==> src/hw/rtl/slsd_pkg.sv <==
// ----------------------------------------------------------------------------
// slsd_pkg: shared types, constants and generator step functions
// Command codes, generator constants, the queue entry layout and the two
// modular step functions of the keystream generators.
// ----------------------------------------------------------------------------
package slsd_pkg;

    // Command codes of an input beat.
    localparam logic [1:0] CMD_SEED    = 2'd0;
    localparam logic [1:0] CMD_LOAD    = 2'd1;
    localparam logic [1:0] CMD_DECRYPT = 2'd2;

    // Generator seeds used after reset and in place of a zero seed half.
    localparam logic [15:0] LOW_DEFAULT  = 16'h7F8D;
    localparam logic [15:0] HIGH_DEFAULT = 16'h2345;

    // Multipliers and moduli of the two Lehmer generators.
    localparam logic [15:0] LOW_MULT  = 16'h7F8D;
    localparam logic [15:0] HIGH_MULT = 16'h2345;
    localparam logic [16:0] LOW_MOD   = 17'h0FFF1;
    localparam logic [16:0] HIGH_MOD  = 17'h0FFD9;

    // 2^16 reduced by each modulus, used to fold the upper product bits.
    localparam logic [16:0] LOW_FOLD  = 17'h10000 - LOW_MOD;
    localparam logic [16:0] HIGH_FOLD = 17'h10000 - HIGH_MOD;

    // Substitution table geometry, fixed by the byte fields.
    localparam int TABLE_WIDTH = 8;
    localparam int TABLE_DEPTH = 256;
    localparam int WORD_BYTES  = 4;

    // Default depth of the queue between front and back.
    localparam int QUEUE_DEPTH_DEFAULT = 4;

    // One queued operation: a table load or a decrypt with its keystream.
    // For a load, data holds the index in bits 15..8 and the byte in 7..0.
    typedef struct packed {
        logic        is_load;
        logic [31:0] data;
        logic [31:0] keystream;
    } slsd_entry_t;

    // low * 0x7F8D mod 0xFFF1, by folding the upper product bits twice.
    function automatic logic [15:0] gen_low_step(input logic [15:0] x);
        logic [30:0] prod;
        logic [19:0] fold1;
        logic [16:0] fold2;
        prod  = 31'(x) * 31'(LOW_MULT);
        fold1 = 20'(prod[30:16]) * 20'(LOW_FOLD) + 20'(prod[15:0]);
        fold2 = 17'(fold1[19:16]) * LOW_FOLD + 17'(fold1[15:0]);
        if (fold2 >= LOW_MOD)
        begin
            fold2 = fold2 - LOW_MOD;
        end
        return fold2[15:0];
    endfunction

    // high * 0x2345 mod 0xFFD9, same folding scheme.
    function automatic logic [15:0] gen_high_step(input logic [15:0] x);
        logic [29:0] prod;
        logic [19:0] fold1;
        logic [16:0] fold2;
        prod  = 30'(x) * 30'(HIGH_MULT);
        fold1 = 20'(prod[29:16]) * 20'(HIGH_FOLD) + 20'(prod[15:0]);
        fold2 = 17'(fold1[19:16]) * HIGH_FOLD + 17'(fold1[15:0]);
        if (fold2 >= HIGH_MOD)
        begin
            fold2 = fold2 - HIGH_MOD;
        end
        return fold2[15:0];
    endfunction

endpackage

==> src/hw/rtl/slsd_front.sv <==
// ----------------------------------------------------------------------------
// slsd_front: command intake and keystream generators
// Accepts input beats, applies seeds, steps the generators for each decrypt
// and hands loads and decrypts to the queue.
// ----------------------------------------------------------------------------
module slsd_front (
    input  logic                 clk,
    input  logic                 rst_n,
    input  logic                 item_valid,
    input  logic                 queue_full,
    input  logic [1:0]           command,
    input  logic [31:0]          seed_value,
    input  logic [7:0]           table_index,
    input  logic [7:0]           table_value,
    input  logic [31:0]          cipher_word,
    output logic                 item_stall,
    output logic                 push,
    output slsd_pkg::slsd_entry_t push_entry
);
    import slsd_pkg::*;

    logic        accept;
    logic [15:0] gen_low_reg;
    logic [15:0] gen_low_next;
    logic [15:0] gen_high_reg;
    logic [15:0] gen_high_next;
    logic [15:0] low_step;
    logic [15:0] high_step;

    // The queue alone decides whether a beat can be taken.
    assign item_stall = queue_full;
    assign accept     = item_valid && !queue_full;

    // One step of each generator from the current state.
    assign low_step  = gen_low_step(gen_low_reg);
    assign high_step = gen_high_step(gen_high_reg);

    // Classify the beat: seed, load, decrypt, or an unused code.
    always_comb
    begin
        gen_low_next  = gen_low_reg;
        gen_high_next = gen_high_reg;
        push          = 1'b0;
        push_entry.is_load   = 1'b0;
        push_entry.data      = cipher_word;
        push_entry.keystream = {high_step, low_step};
        if (accept)
        begin
            unique case (command)
                CMD_SEED:
                begin
                    gen_low_next  = (seed_value[15:0] == 16'h0000) ? LOW_DEFAULT
                                                                   : seed_value[15:0];
                    gen_high_next = (seed_value[31:16] == 16'h0000) ? HIGH_DEFAULT
                                                                    : seed_value[31:16];
                end
                CMD_LOAD:
                begin
                    push               = 1'b1;
                    push_entry.is_load = 1'b1;
                    push_entry.data    = {16'h0000, table_index, table_value};
                end
                CMD_DECRYPT:
                begin
                    push          = 1'b1;
                    gen_low_next  = low_step;
                    gen_high_next = high_step;
                end
                default:
                begin
                    push = 1'b0;
                end
            endcase
        end
    end

    // Generator state.
    always_ff @(posedge clk or negedge rst_n)
    begin
        if (!rst_n)
        begin
            gen_low_reg  <= LOW_DEFAULT;
            gen_high_reg <= HIGH_DEFAULT;
        end
        else
        begin
            gen_low_reg  <= gen_low_next;
            gen_high_reg <= gen_high_next;
        end
    end

endmodule

==> config.mk <==
export PLATFORM = sky130hd
export DESIGN_NAME = slsd_front
export DESIGN_NICKNAME = d
export VERILOG_FILES = /design/src/hw/rtl/slsd_pkg.sv /design/src/hw/rtl/slsd_front.sv
export SDC_FILE = /design/constraint.sdc
export NUM_CORES = 1
export LEC_CHECK = 0
export BUFFER_PORTS_ARGS = -buffer_cell sky130_fd_sc_hd__buf_2
export CAP_MARGIN = 20
export CORE_MARGIN = 1
export CORE_UTILIZATION = 53
export CTS_CLUSTER_SIZE = 28
export DETAILED_ROUTE_END_ITERATION = 7
export GPL_TIMING_DRIVEN = 0
export PLACE_DENSITY = 0.72
export SLEW_MARGIN = 0
export SYNTH_ARGS = -nofsm -noshare
export SYNTH_HDL_FRONTEND = slang
export SYNTH_SLANG_ARGS = --single-unit
==> constraint.sdc <==
create_clock -name clk -period 25.6 [get_ports clk]
set_input_delay 6.4 -clock clk [delete_from_list [all_inputs] [get_ports clk]]
set_output_delay 6.4 -clock clk [all_outputs]
set_load 0.005 [all_outputs]
After elaboration in Yosys (flattened, before gate mapping):

Index checks and enable logic that the tools add are counted.

* output and inout bits: 67
* register bits after elaboration: 32
* input bits: 86
* word-level logic and storage cells: 36

* $lt $le $gt $ge: 2
* reduce and logical (&&, ||, !) cells: 8
* add/sub/neg operators: 6
* muxes and demuxes: 10
* $mul: 6
* eq/ne operators: 2

Operator list (number)
* $mux 33: 2
* $mux 16: 4
* $pmux 16 s2: 2
* $ge 17x16->1 const B: 2
* $logic_not 16->1: 2
* $sub 16x16->16 const B: 2
* $mul 16x15->31 const B: 1
* $mul 16x14->30 const B: 1
* $add 19x16->20: 1
* $add 20x16->20: 1
* $mul 14x6->20 const B: 1
* $mul 15x4->19 const B: 1
* $add 10x16->17: 1
* $add 8x16->17: 1
* $mul 4x6->10 const B: 1
* $mul 4x4->8 const B: 1
* $eq 2x1->1 const B: 1
* $eq 2x2->1 const B: 1
* $logic_not 2->1: 1
* $mux 1: 2
* $reduce_and 2->1: 1
* $reduce_bool 2->1: 1
* $reduce_or 2->1: 1
* $logic_and 1x1->1: 1
* $logic_not 1->1: 1

Depth between registers and ports, before layout:

* depth in word-level cells: 8
* depth in mapped cells: 60
* depth with buffers taken out: 58

Worst setup path after synthesis:

No wires, ideal clock.

* path kind: register -> output
* start: reg gen_low_reg[2]
* end: out push_entry[6] (netlist bit)
* data arrival time: 13.644 ns
* data required time: 19.200 ns
* setup slack: 5.556 ns
* cell stages (with the launch flop): 55
* buffers on the path: 1
* cell sequence: dfstp_2 -> inv_1 -> fa_1 -> inv_1 -> ha_1 -> inv_1 -> fa_1 -> inv_1 -> fa_1 -> fa_1 -> inv_1 -> fa_1 -> inv_1 -> ha_1 -> a21o_1 -> a21o_1 -> a21o_1 -> nor3_1 -> [... 19 more ...] -> xor2_1 -> xor2_1 -> ha_1 -> fa_1 -> inv_1 -> fa_1 -> inv_1 -> ha_1 -> o211ai_1 -> o21ai_1 -> o31ai_1 -> xnor2_1 -> nor4_1 -> nand2_1 -> nor4_2 -> o221ai_1 -> a211oi_1 -> xor2_1

RTL lines
* from (decl): RTL line slsd_front.sv:23 `logic [15:0] gen_low_reg;`
* from (signal assigned): RTL line slsd_front.sv:87 `gen_low_reg <= gen_low_next;`
* to (decl): RTL line slsd_front.sv:18 `output slsd_pkg::slsd_entry_t push_entry`

==> out/metrics.cfg <==
[yosys]
yosysUniqueCellTypes = 81
seq_area_frac_synth_pct = 4.64
synth_cells = 2045
synth-async-reset-ratio_pct = 100
avgSynthCellArea_sq_um = 8.67
synth_edf_count = 0
yosys_register_bits = 32
synth_warnings = 0
netlist_area_sq_um = 17700
syn_nets = 2717
synth_ff_type = dfstp_2

[sta]
fmax_ghz = 0.0446
timing.final.max_slew_violations = 0
fin_setup_tns_ns = 0
relSlewSlack_pct = 33.7
tightest_slew_ns = 0.988
min_period_ns = 22.41
period_share_pct = 87.5
skew_ns = 0.00526
rsz0062_at_grt = no
setup_viol = 0
finalHoldViolations = 0

[finish]
fin_nets = 2876
area_growth_pct = 8.47
layout-drive-gt1-share_pct = 10.3

[worst_setup_path]
critPathKind = flip-flop to output pin
cp_slowest_stage_delay_ns = 0.68
required_ns = 19.20
cp_slowest_cell = dfrtp_1
crit_buf_inv = 11
crit_family = adder cells
crit_arrival_ns = 16.01
worstPathMaxFanout = 8
start_kind = flip-flop
cp_common_cell = inv_1
end_kind = output pin

[die]
dieArea_sq_um = 34200
fp.dieH_um = 185
fp.coreArea_sq_um = 32700
start_util_pct = 54.2
row_count = 66
chipWidth_um = 185
ios = 153

[min_path]
hold_class = flip-flop to flip-flop

[clock_network]
cts_setup_buffers = 0
cts_tree = built
holdBufCountCts = 0
htree_levels = 2
clk-insertion-delay-late_ns = 0.28
cts_buffers = 5
ctsResizeCount = 0
numClockSinks = 32
clockBufferDepth = 2
root_buffer = clkbuf_16
clk_pin_slew_ns = 0.05

[placed_design]
portBuffers = 152
dpl.hpwl_um = 39500
globalplace.congestion = 0.963

[outcome]
status = finished clean

[global_route]
grt_first_pass_wirelength_um = 73900
grt_usage_pct = 27.3
first_global_vias = 14700
overflow = 0
antenna_found_initial = 2
grt_max_degree = 33

[detailed_routing]
drt-wirelength-per-cell_um = 16.6
dr.pass1.iters = 6
drt_iter0_drc = 690
post-route-drc-count = 0
routed_wl_um = 44100
vias = 14500
antenna_left = 0
detail_route.vias_per_cell = 5.48

[flow_run]
max_cap_viol_count = 0

-- cell families (layout without fill, tap and decap cells) --
family          Yosys count  after routing  share of synthesized area [%]
fa+ha+maj               593            593                           50.9
buf+inv                 530            690                           11.3
simple gates            361            361                           10.4
compound gates          358            358                           14.0
xor+xnor                146            146                           7.21
flops                    32             32                           4.64
mux                      25             25                           1.54
other cells               0              2                              0
-- path summary, 6_finish.rpt --
kind / depth (start not counted) / start / end / slack, ns
max in group asynchronous: 1 / rst_n / gen_high_reg[7] / 18.96
min: 2 / gen_high_reg[2] / gen_high_reg[2] / 0.58
max: 55 / gen_low_reg[4] / push_entry[6] / 3.19
min reg2reg: 2 / gen_high_reg[2] / gen_high_reg[2] / 0.58
max reg2reg: 55 / gen_low_reg[4] / gen_low_reg[4] / 9.78
min in group asynchronous: 1 / rst_n / gen_high_reg[5] / 6.17
-- per-stage QoR --
| stage | setup slack (ns) | area (sq um) | cells | hold slack, ns | util [%] |
|---|---|---|---|---|---|
| after floorplan | 5.56 | 17700 | 2045 | 0.496 | - |
| after global placement | 3.74 | 19000 | 2639 | 0.568 | 58.2 |
| after detailed placement | 3.60 | 19000 | 2639 | 0.570 | 58.2 |
| after CTS | 3.22 | 19200 | 2647 | 0.578 | 58.8 |
| after global routing | 2.02 | 19200 | 2649 | 0.592 | 58.8 |
| final | 3.19 | 19200 | 2649 | 0.581 | 58.8 |
-- worst reg2reg max path, delay by kind of cell, from the launching register on --
| kind | cells | cell delay [ns] |
|---|---|---|
| xor+xnor | 7 | 2.06 |
| mux | 1 | 0.31 |
| buf+inv | 10 | 0.90 |
| flops | 1 | 0.68 |
| compound gates | 16 | 3.71 |
| simple gates | 7 | 1.91 |
| fa+ha+maj | 14 | 6.11 |
-- per-layer routing --
metal  up-vias  track usage [%]  wire [um]  part of all wire (%)
met3        73             3.03       2360                   5.4
met4         0             8.69       1450                   3.3
met1      6929             37.3      20000                    45
li1       7087                -          -                     -
met2       435             45.0      20300                    46
met5         -                0          0                     0
-- placed cells by master, fill, tap and decap left out, types with 15 or more instances in the layout --
cell	n
nor2_1	93
and3_1	17
a21oi_1	81
a211oi_1	20
inv_1	504
mux2_2	18
ha_1	369
a21o_1	36
o21a_1	19
buf_2	156
nand2b_1	20
dfstp_2	17
nor3_1	31
xor2_1	55
fa_1	217
dfrtp_1	15
nand3_1	29
o21bai_1	15
or3_1	19
and2_1	25
nand2_1	63
xnor2_1	91
o21ai_0	58
clkbuf_1	20
-- cell type report --
cell class,count,area [sq um]
diodes,2,5.00
plain buffers,26,106
clock buffers,7,153
clock inverters,1,30.0
fillers,2959,13500
inverters,504,1890
multi-input cells,1483,14900
flip-flops and latches,32,822
well taps,442,553
repair buffers,152,761
-- cells in the mapped netlist, types with 11 or more instances --
cell      count  area share, %
inv_1       504             11
ha_1        369             26
fa_1        217             25
nor2_1       93            2.0
xnor2_1      91            4.5
a21oi_1      81            2.3
nand2_1      63            1.3
o21ai_0      58            1.6
xor2_1       55            2.7
a21o_1       36            1.5
nor3_1       31           0.88
nand3_1      29           0.82
and2_1       25           0.88
a211oi_1     20           0.85
clkbuf_1     20           0.42
nand2b_1     20           0.71
o21a_1       19           0.80
or3_1        19           0.67
mux2_2       18            1.1
and3_1       17           0.60
dfstp_2      17            2.5
dfrtp_1      15            2.1
o21bai_1     15           0.64
nor4_1       14           0.49
a31oi_1      13           0.46
o211ai_1     12           0.51
a211o_1      11           0.54
nor2b_1      11           0.39
Power is not shown: default switching activity piles up to over one toggle a cycle in this logic, so the estimate is an artifact.
