`src/hw/rtl/slsd_pkg.sv`:
```
// ----------------------------------------------------------------------------
// slsd_pkg: shared types, constants and generator step functions
// Command codes, generator constants, the queue entry layout and the two
// modular step functions of the keystream generators.
// ----------------------------------------------------------------------------
package slsd_pkg;

    // Command codes of an input beat.
    localparam logic [1:0] CMD_SEED    = 2'd0;
    localparam logic [1:0] CMD_LOAD    = 2'd1;
    localparam logic [1:0] CMD_DECRYPT = 2'd2;

    // Generator seeds used after reset and in place of a zero seed half.
    localparam logic [15:0] LOW_DEFAULT  = 16'h7F8D;
    localparam logic [15:0] HIGH_DEFAULT = 16'h2345;

    // Multipliers and moduli of the two Lehmer generators.
    localparam logic [15:0] LOW_MULT  = 16'h7F8D;
    localparam logic [15:0] HIGH_MULT = 16'h2345;
    localparam logic [16:0] LOW_MOD   = 17'h0FFF1;
    localparam logic [16:0] HIGH_MOD  = 17'h0FFD9;

    // 2^16 reduced by each modulus, used to fold the upper product bits.
    localparam logic [16:0] LOW_FOLD  = 17'h10000 - LOW_MOD;
    localparam logic [16:0] HIGH_FOLD = 17'h10000 - HIGH_MOD;

    // Substitution table geometry, fixed by the byte fields.
    localparam int TABLE_WIDTH = 8;
    localparam int TABLE_DEPTH = 256;
    localparam int WORD_BYTES  = 4;

    // Default depth of the queue between front and back.
    localparam int QUEUE_DEPTH_DEFAULT = 4;

    // One queued operation: a table load or a decrypt with its keystream.
    // For a load, data holds the index in bits 15..8 and the byte in 7..0.
    typedef struct packed {
        logic        is_load;
        logic [31:0] data;
        logic [31:0] keystream;
    } slsd_entry_t;

    // low * 0x7F8D mod 0xFFF1, by folding the upper product bits twice.
    function automatic logic [15:0] gen_low_step(input logic [15:0] x);
        logic [30:0] prod;
        logic [19:0] fold1;
        logic [16:0] fold2;
        prod  = 31'(x) * 31'(LOW_MULT);
        fold1 = 20'(prod[30:16]) * 20'(LOW_FOLD) + 20'(prod[15:0]);
        fold2 = 17'(fold1[19:16]) * LOW_FOLD + 17'(fold1[15:0]);
        if (fold2 >= LOW_MOD)
        begin
            fold2 = fold2 - LOW_MOD;
        end
        return fold2[15:0];
    endfunction

    // high * 0x2345 mod 0xFFD9, same folding scheme.
    function automatic logic [15:0] gen_high_step(input logic [15:0] x);
        logic [29:0] prod;
        logic [19:0] fold1;
        logic [16:0] fold2;
        prod  = 30'(x) * 30'(HIGH_MULT);
        fold1 = 20'(prod[29:16]) * 20'(HIGH_FOLD) + 20'(prod[15:0]);
        fold2 = 17'(fold1[19:16]) * HIGH_FOLD + 17'(fold1[15:0]);
        if (fold2 >= HIGH_MOD)
        begin
            fold2 = fold2 - HIGH_MOD;
        end
        return fold2[15:0];
    endfunction

endpackage

```
`src/hw/rtl/slsd_queue.sv`:
```
// ----------------------------------------------------------------------------
// slsd_queue: operation queue between front and back
// A small circular buffer of loads and decrypts that lets the front and the
// back stall independently.
// ----------------------------------------------------------------------------
module slsd_queue #(
    parameter int DEPTH = slsd_pkg::QUEUE_DEPTH_DEFAULT
) (
    input  logic                  clk,
    input  logic                  rst_n,
    input  logic                  push,
    input  slsd_pkg::slsd_entry_t push_entry,
    input  logic                  pop,
    output slsd_pkg::slsd_entry_t head,
    output logic                  not_empty,
    output logic                  full
);
    import slsd_pkg::*;

    localparam int PW = $clog2(DEPTH);
    localparam int CW = $clog2(DEPTH + 1);

    slsd_entry_t   slots_reg [DEPTH];
    logic [PW-1:0] wr_ptr_reg;
    logic [PW-1:0] wr_ptr_next;
    logic [PW-1:0] rd_ptr_reg;
    logic [PW-1:0] rd_ptr_next;
    logic [CW-1:0] count_reg;
    logic [CW-1:0] count_next;

    assign head      = slots_reg[rd_ptr_reg];
    assign not_empty = (count_reg != '0);
    assign full      = (count_reg == CW'(DEPTH));

    // Pointer wrap and occupancy.
    always_comb
    begin
        wr_ptr_next = wr_ptr_reg;
        rd_ptr_next = rd_ptr_reg;
        count_next  = count_reg;
        if (push)
        begin
            wr_ptr_next = (wr_ptr_reg == PW'(DEPTH - 1)) ? '0 : wr_ptr_reg + 1'b1;
        end
        if (pop)
        begin
            rd_ptr_next = (rd_ptr_reg == PW'(DEPTH - 1)) ? '0 : rd_ptr_reg + 1'b1;
        end
        if (push && !pop)
        begin
            count_next = count_reg + 1'b1;
        end
        else if (pop && !push)
        begin
            count_next = count_reg - 1'b1;
        end
    end

    always_ff @(posedge clk or negedge rst_n)
    begin
        if (!rst_n)
        begin
            wr_ptr_reg <= '0;
            rd_ptr_reg <= '0;
            count_reg  <= '0;
        end
        else
        begin
            wr_ptr_reg <= wr_ptr_next;
            rd_ptr_reg <= rd_ptr_next;
            count_reg  <= count_next;
        end
    end

    // Entry storage.
    always_ff @(posedge clk)
    begin
        if (push)
        begin
            slots_reg[wr_ptr_reg] <= push_entry;
        end
    end

`ifndef SYNTHESIS
    // A push into a full queue would overwrite a pending operation.
    assert property (@(posedge clk) disable iff (!rst_n) push |-> !full)
        else $error("queue push while full");

    // A pop from an empty queue would replay a stale operation.
    assert property (@(posedge clk) disable iff (!rst_n) pop |-> not_empty)
        else $error("queue pop while empty");

    // Occupancy grows by one on a lone push.
    assert property (@(posedge clk) disable iff (!rst_n)
        (push && !pop) |=> (count_reg == $past(count_reg) + 1'b1))
        else $error("queue count did not follow a push");

    // Occupancy shrinks by one on a lone pop.
    assert property (@(posedge clk) disable iff (!rst_n)
        (pop && !push) |=> (count_reg == $past(count_reg) - 1'b1))
        else $error("queue count did not follow a pop");
`endif

endmodule

```
`config.mk`:
```
export PLATFORM = sky130hd
export DESIGN_NAME = slsd_queue
export DESIGN_NICKNAME = d
export VERILOG_FILES = /design/src/hw/rtl/slsd_pkg.sv /design/src/hw/rtl/slsd_queue.sv
export SDC_FILE = /design/constraint.sdc
export NUM_CORES = 1
export LEC_CHECK = 0
export ABC_AREA = 0
export BUFFER_PORTS_ARGS = -buffer_cell sky130_fd_sc_hd__buf_2
export CORE_MARGIN = 10
export CORE_UTILIZATION = 25
export CTS_CLUSTER_SIZE = 14
export DETAILED_ROUTE_END_ITERATION = 10
export PLACE_DENSITY = 0.4
export SETUP_SLACK_MARGIN = 0.02
export SYNTH_ARGS = -nofsm -noshare
export SYNTH_HDL_FRONTEND = slang
export SYNTH_SLANG_ARGS = --single-unit
```
`constraint.sdc`:
```
create_clock -name clk -period 4.6 [get_ports clk]
set_input_delay 0.46 -clock clk [delete_from_list [all_inputs] [get_ports clk]]
set_output_delay 0.46 -clock clk [all_outputs]
set_load 0.1 [all_outputs]
```
# Word level (Yosys, flattened, before mapping)
# Memories as Yosys holds them, arrays and structs flattened.
# Cells that the tools add are included.
# op_classes
addsub	4
eq_ne	3
mux	6
n_reduce_logical	6
# ops
op	n
$mux W3	2
$add A2 B1 Y2 const B	2
$eq A2 B2 Y1 const B	2
$mux W2	2
$add A3 B1 Y3 const B	1
$eq A3 B3 Y1 const B	1
$reduce_bool A3 Y1	1
$sub A3 B1 Y3 const B	1
$logic_and A1 B1 Y1	2
$logic_not A1 Y1	2
$mux W1	2
$reduce_bool A2 Y1	1
# word_totals
regBits	7
ramBits	260
input_bits	69
output_inout_bits	67
word_cells	23
memories	1
# memory_table
memory	words	word_bits	rd	rd_clocked_by_memory_dff	wr	line_no	source
slots_reg	4	65	1	0	1	slsd_queue.sv:23	slsd_entry_t slots_reg [DEPTH];

# Depth between registers and ports, before layout
# Gate-level depths: netlist (run 1).
# depth
ltp_word	4
mapped_depth	7
mapped_depth_nobuf	7

# Worst setup path after synthesis (run 1)
# No wires, ideal clock.
# synth_timing
path_type	register to output
from	reg count_reg[0]
to	out full
t_arrival_ns	2.647
required_ns	4.140
path_slack_ns	1.493
path_stages_with_launch	2
path_buffers	0
cell_sequence	dfrtp_1 nor3b_1
# synth_via
elab_chain_len	1
# synth_rtl
element	line_no	source
from (decl)	slsd_queue.sv:28	logic [CW-1:0] count_reg;
from (signal assigned)	slsd_queue.sv:71	count_reg <= count_next;
$eq A3 B3 Y1	slsd_queue.sv:33	assign full = (count_reg == CW'(DEPTH));
to (decl)	slsd_queue.sv:16	output logic full
# No other way between the ends.

==> results.md, run 1 <==
* Status: finished clean
* Area Overhead vs Synth at 21.92%
* Yosys warns at 0
* Crit path kind: reg -> out
* Fill count at between 3000 and 4000
* Synth Area in Adders at 0.9673%
* Unrepaired setup endpoints after global routing: no
* Clk root buf: clkbuf_16
* CP arrival at about 2.9 ns
* Synth cell types at 20
* Hold Crit Start: push_entry[54]
* Post-route ant nets at 0
* Max clock buf depth at 3
* Endpoint class of the critical path: primary output
* Clock Latency Late Sink at roughly 0.54 ns
* Layout cells sized above 1 at 45.16%
* Hold Slack at between 0.1 and 0.15 ns
* CTS tree: built
* Largest family of logic cells by synthesized area: multiplexers
* Slew @ Worst Pin at between 1 and 1.5 ns
* Core ar. at 0.03874 mm²
* Initial antenna violation count at 1
* Drt via density at 4.099
* CP max FO at 27
* MaxCap Viol Count at 0
* Clock-pin slew on the worst setup and hold paths at approximately 0.06 ns
* Reg2reg path depth at 4
* Max Clock Skew at around 0.012 ns
* Most frequent cells in the layout: edfxtp_1 (260), buf_2 (135), mux4_2 (65)
* Compound-cell area share of the yosys netlist at less than 1%
* Die Y at between 200 and 250 µm
* I/O Buffers at 135
* Grt ovf at 0
* Syn Area/Cell at between 20 and 30 µm²
* Multiplexer area fraction after synthesis at approximately 15%
* Worst setup margin at approximately 1.3 ns
* CP max-delay cell: dfrtp_4
* Worst R2R End: slots_reg[0][57]
* Gpl congestion at about 0.64
* Critical Path Source Type: flop
* H-tree level count at 1
* Crit-path cells: buf_4 > mux4_2 > buf_2
* Dpl ws at between 1.5 and 2 ns
* Fin crit share at 72.25%
* Mapped Cells at 377
* Vias in the first global route at between 5000 and 6000
* Commonest non-fill, non-tap cell in the layout: edfxtp_1
* WP data required at a little over 4 ns
* Worst R2R Setup Slack at 2.38 ns
* Hold path cells at 1
* Row cnt at between 70 and 80
* Nets at roughly 610
* DIE AREA at 0.04765 mm²
* Hold Path Sink: slots_reg[2][54]
* Relative slew slack at between 20% and 30%
* Sink Count at about 270
* # setup viols final at 0
* Hold Path Class: in -> reg
* Sequential share of the synthesized area at between 80% and 90%
* Die Wd at approximately 220 µm
* DRC at 0
* All-Layer GR Usage at a little under a tenth
* Area after DPL at about 0.011 mm²
* Worst R2R Start: wr_ptr_reg[0]
* Global-route wire length before repair at 32800 µm
* Setup TNS at 0 ns
* Post-Syn Nets at between 400 and 500
* Via Count at approximately 4400
* Crit path largest cell delay at approximately 0.8 ns
* Max reg flops at 260
* Pin count of the biggest net entering global routing at just under 70
* Count of state elements after synthesis at roughly 270
* Design Area, Final at between 0.01 and 0.015 mm²
* Hold_buf cts at 1
* Iter 0 DRT Violations at 195
* Post-cts resize count at 0
* Clock buffer count from CTS at 31
* Min Clock Period, post-route at about 3.3 ns
* Max Slew Vio Count at 0
* Simple-gate share of the synthesized area at less than 1%
* Post-synthesis xor/xnor area fraction at 0.2673%
* DR pass1 iterations at 4
* Final wirelength at roughly 22000 µm
* Ports at about 140
* Fmax at ~300 MHz
* Postcts setup bufs at 0
* Final hold vios at 0
* WL/cell at roughly 20 µm
* Initial Utilization at approximately a quarter
* Mapped Area at a little under 0.01 mm²
* Detail Placement HPWL at approximately 13000 µm
[critical path, delay by kind of cell (launching register included)]
kind	cells	cell delay, ns
buffers and inverters	2	0.89
DFF	1	0.80
muxes	1	0.58
[layer usage]
| layer | GRT usage (%) | routed length, µm |
|---|---|---|
| met1 | 11.12 | 9233 |
| met2 | 15.67 | 10990 |
| met3 | 2.403 | 1242 |
| met4 | 2.847 | 431 |
| met5 | 0 | 13 |
[synthesized netlist by cell type, drive strengths merged]
master    n  area [µm²]
clkbuf    2       7.510
xnor2     1       8.760
o21ai     2       10.01
fa        1       20.02
dfrtp     7       175.2
nor3b     1       7.510
edfxtp  260        7807
inv       4       15.01
xor2      2       17.52
nor2      3       11.26
or3       1       6.260
mux2      3       33.78
and2      4       25.02
buf      13       138.9
mux4     65        1464
ha        6       75.07
nand2     2       7.510
[cells by family (layout without fill, tap and decap cells)]
logic type                 Yosys count  after routing
other                                0              1
xor gates and xnor gates             3              3
AOI/OAI and AO/OA                    2              2
buffers and inverters               19            200
muxes                               68             68
adders and majority gates            7              7
and+or+nand+nor                     11             11
DFF                                267            267
[through the flow]
step / utilization, % / cells
5_1_grt: 30.93 / 1076
2_1_floorplan: - / 377
6_report: 30.94 / 1077
4_1_cts: 30.93 / 1076
3_3_place_gp: 28.58 / 1021
3_5_place_dp: 28.58 / 1021
[how the worst max path moves through the flow]
stage                              from        to  slack (ns)  cells past startpoint
after CTS                 rd_ptr_reg[0]   head[6]        1.10                      3
after detailed placement  rd_ptr_reg[0]   head[6]        1.71                      3
after floorplan            count_reg[0]      full        1.49                      1
after global placement    rd_ptr_reg[0]  head[50]        1.73                      3
after global routing      rd_ptr_reg[0]   head[6]        1.03                      3
final                     rd_ptr_reg[0]  head[61]        1.28                      3
[final cells by class]
cell class / instances / area [µm²] / area share, %
clock inverters: 16 / 100.1 / 0.8352
diodes: 1 / 2.502 / 0.02088
flip-flops and latches: 267 / 7990 / 66.67
repair buffers: 142 / 730.7 / 6.097
well taps: 518 / 648.1 / 5.408
multi-input cells: 91 / 1697 / 14.16
inverters: 4 / 15.01 / 0.1253
clock buffers: 38 / 802.0 / 6.692
Power of run 1 is left out: the tool's default activity adds up to more than one toggle a clock period on the data nets, which glitch-free logic cannot reach.
==> run 2, diff against run 1 <==
Settings changed: ABC_AREA 0 to 1.
Clock period 4.6 ns to 3.4 ns, I/O delays scaled along.
==> results.md, run 2 <==
* Gpl congestion at about 0.67
* Critical Path Source Type: flop
* Yosys warns at 0
* Setup TNS at 0 ns
* Grt ovf at 0
* Compound-cell area share of the yosys netlist at approximately a tenth
* Max Slew Vio Count at 0
* DIE AREA at between 0.05 and 0.06 mm²
* Placed Instances at approximately 1500
* Ys async rst share at about 2.6%
* WL/cell at ~17 µm
* Main synth FF type: edfxtp_1
* Vias in the first global route at between 6000 and 7000
* CTS tree: built
* H-tree level count at 2
* CP max-delay cell: dfrtp_1
* Drt via density at slightly above 4
* Fill count at roughly 4300
* Max reg flops at 260
* Final hold vios at 0
* Top cells by count, synth: edfxtp_1 (260), nand2_1 (212), inv_1 (142), o211ai_1 (130), buf_2 (30)
* DRC at 0
* Ranking of synthesized cells by area: edfxtp_1 (73%), o211ai_1 (9.2%), nand2_1 (7.5%)
* Slew @ Worst Pin at roughly 0.96 ns
* Initial Utilization at 25.33%
* Syn Area/Cell at 13.13 µm²
* Area Overhead vs Synth at 22.95%
* Postcts setup bufs at 0
* Min Clock Period, post-route at 2.860 ns
* All-Layer GR Usage at roughly 10%
* Simple-gate share of the synthesized area at under 10%
* CP max FO at between 80 and 90
* Post-Syn Nets at 887
* Core ar. at approximately 0.042 mm²
* Largest family of logic cells by synthesized area: compound AO/OA/AOI/OAI gates
* Endpoint class of the critical path: primary output
* Layout cells sized above 1 at 19.76%
* Sink Count at 267
* Ports at approximately 140
* Non-Filler Instances at approximately 1500
* Crit-path cells: inv_8 > buf_12 > o211ai_1 > nand2_1 > buf_2
* Dpl ws at between 1 and 1.5 ns
* Pin count of the biggest net entering global routing at 83
* Most frequent cells in the layout: edfxtp_1 (260), nand2_1 (212), inv_1 (137)
* Mapped Area at ~0.011 mm²
* N_diodes at 0
* Clock buffer count from CTS at 34
* Hold Slack at approximately 0.040 ns
* Post-synthesis xor/xnor area fraction at less than 1%
* I/O Buffers at 135
* Clock-pin slew on the worst setup and hold paths at roughly 0.05 ns
* WP data required at a little over 3 ns
* Count of state elements after synthesis at approximately 270
* MaxCap Viol Count at 0
* Post-route ant nets at 0
* Multiplexer area fraction after synthesis at 0%
* Synth cell types at 19
* Status: finished clean
* Crit path largest cell delay at 0.45 ns
* Initial antenna violation count at 1
* Crit path kind: reg -> out
* Fin crit share at 84.11%
* Relative slew slack at 36.26%
* Unrepaired setup endpoints after global routing: no
* Fmax at between 300 and 400 MHz
* # setup viols final at 0
* Nets at 1041
* Number of synthesized flops with an enable pin at 260
* Clock Latency Late Sink at 0.52 ns
* Mapped Cells at roughly 810
* Max clock buf depth at 3
* Die Y at 226.4 µm
* Worst setup margin at around 0.54 ns
* Top-area cell type share of the netlist area at between 70% and 80%
* Iter 0 DRT Violations at ~330
* Hold Path Class: in -> reg
* Detail Placement HPWL at approximately 15000 µm
* Final wirelength at about 26000 µm
* CP arrival at 2.52 ns
* DR pass1 iterations at 4
* Post-synth top area cell: edfxtp_1
* Die Wd at between 200 and 250 µm
* Clk root buf: clkbuf_16
* Commonest non-fill, non-tap cell in the layout: edfxtp_1
* Sequential share of the synthesized area at around 75%
* Global-route wire length before repair at slightly below 40000 µm
* Max Clock Skew at slightly above 0.01 ns
* Synth Area in Adders at less than 1%
* Row cnt at between 70 and 80
* Top-count cell post-synth: edfxtp_1
* Via Count at approximately 6300
run 2: cell types whose count changed in the layout (fill, tap and decap cells not counted), moves of 2 or more:
| cell | previous run | this run |
|---|---|---|
| mux2_2 | 3 | 0 |
| clkbuf_1 | 7 | 15 |
| inv_1 | 4 | 137 |
| clkinv_2 | 3 | 7 |
| and2_4 | 4 | 0 |
| clkinv_1 | 10 | 4 |
| buf_4 | 6 | 8 |
| nand2_1 | 2 | 212 |
| mux4_2 | 65 | 0 |
| xor2_1 | 2 | 0 |
| o211ai_1 | 0 | 130 |
| clkbuf_16 | 31 | 35 |
| dlygate4sd3_1 | 1 | 11 |
| buf_12 | 0 | 6 |
run 2: per-stage QoR:
stage / utilization [%] / cell area [µm²]
2_1_floorplan: - / 10650
3_3_place_gp: 28.51 / 11990
3_5_place_dp: 28.51 / 11990
4_1_cts: 31.14 / 13090
5_1_grt: 31.14 / 13090
6_report: 31.14 / 13090
run 2: metal layers:
metal,vias up,global-route usage [%],part of all wire [%]
met1,2999,12.33,44
li1,3138,-,-
met4,2,4.112,2.6
met3,48,2.713,5.3
met2,132,16.63,48
met5,-,0,0.078
run 2: repair_timing:
| item | 4_1_cts | 5_1_grt |
|---|---|---|
| hold endpoints to repair | 37 | 0 |
| resized for setup | 0 | 0 |
| hold buffers | 11 | 0 |
run 2: kinds of logic (layout without fill, tap and decap cells):
kind of cell               Yosys count  after routing
and+or+nand+nor                    217            217
xor gates and xnor gates             1              1
DFF                                267            267
buffers and inverters              185            361
adders and majority gates            7              7
AOI/OAI and AO/OA                  134            134
run 2: final timing paths:
kind / start / end / slack (ns) / depth (start not counted)
min reg2reg: count_reg[2] / count_reg[2] / 0.47 / 2
min: push_entry[51] / slots_reg[1][51] / 0.04 / 1
max in group asynchronous: rst_n / rd_ptr_reg[1] / 3.00 / 2
max: rd_ptr_reg[0] / head[2] / 0.54 / 5
max reg2reg: wr_ptr_reg[0] / slots_reg[3][54] / 1.27 / 5
min in group asynchronous: rst_n / count_reg[0] / 0.20 / 2
run 2: area by class of cell:
type / instances / area (µm²) / area share (%)
Clock inverter: 8 / 63.81 / 0.4874
Multi-Input combinational cell: 359 / 1919 / 14.66
Inverter: 143 / 550.5 / 4.205
Clock buffer: 50 / 932.1 / 7.120
Timing Repair Buffer: 160 / 965.9 / 7.378
Tap cell: 539 / 674.4 / 5.151
Sequential cell: 267 / 7986 / 61.00
run 2: worst max-delay path: cells and delay by family (launching register included):
kind            cells  cell delay [ns]
simple gates        1             0.19
flops               1             0.45
compound gates      1             0.12
buf+inv             3             1.17
Power of run 2 is left out for the same reason.
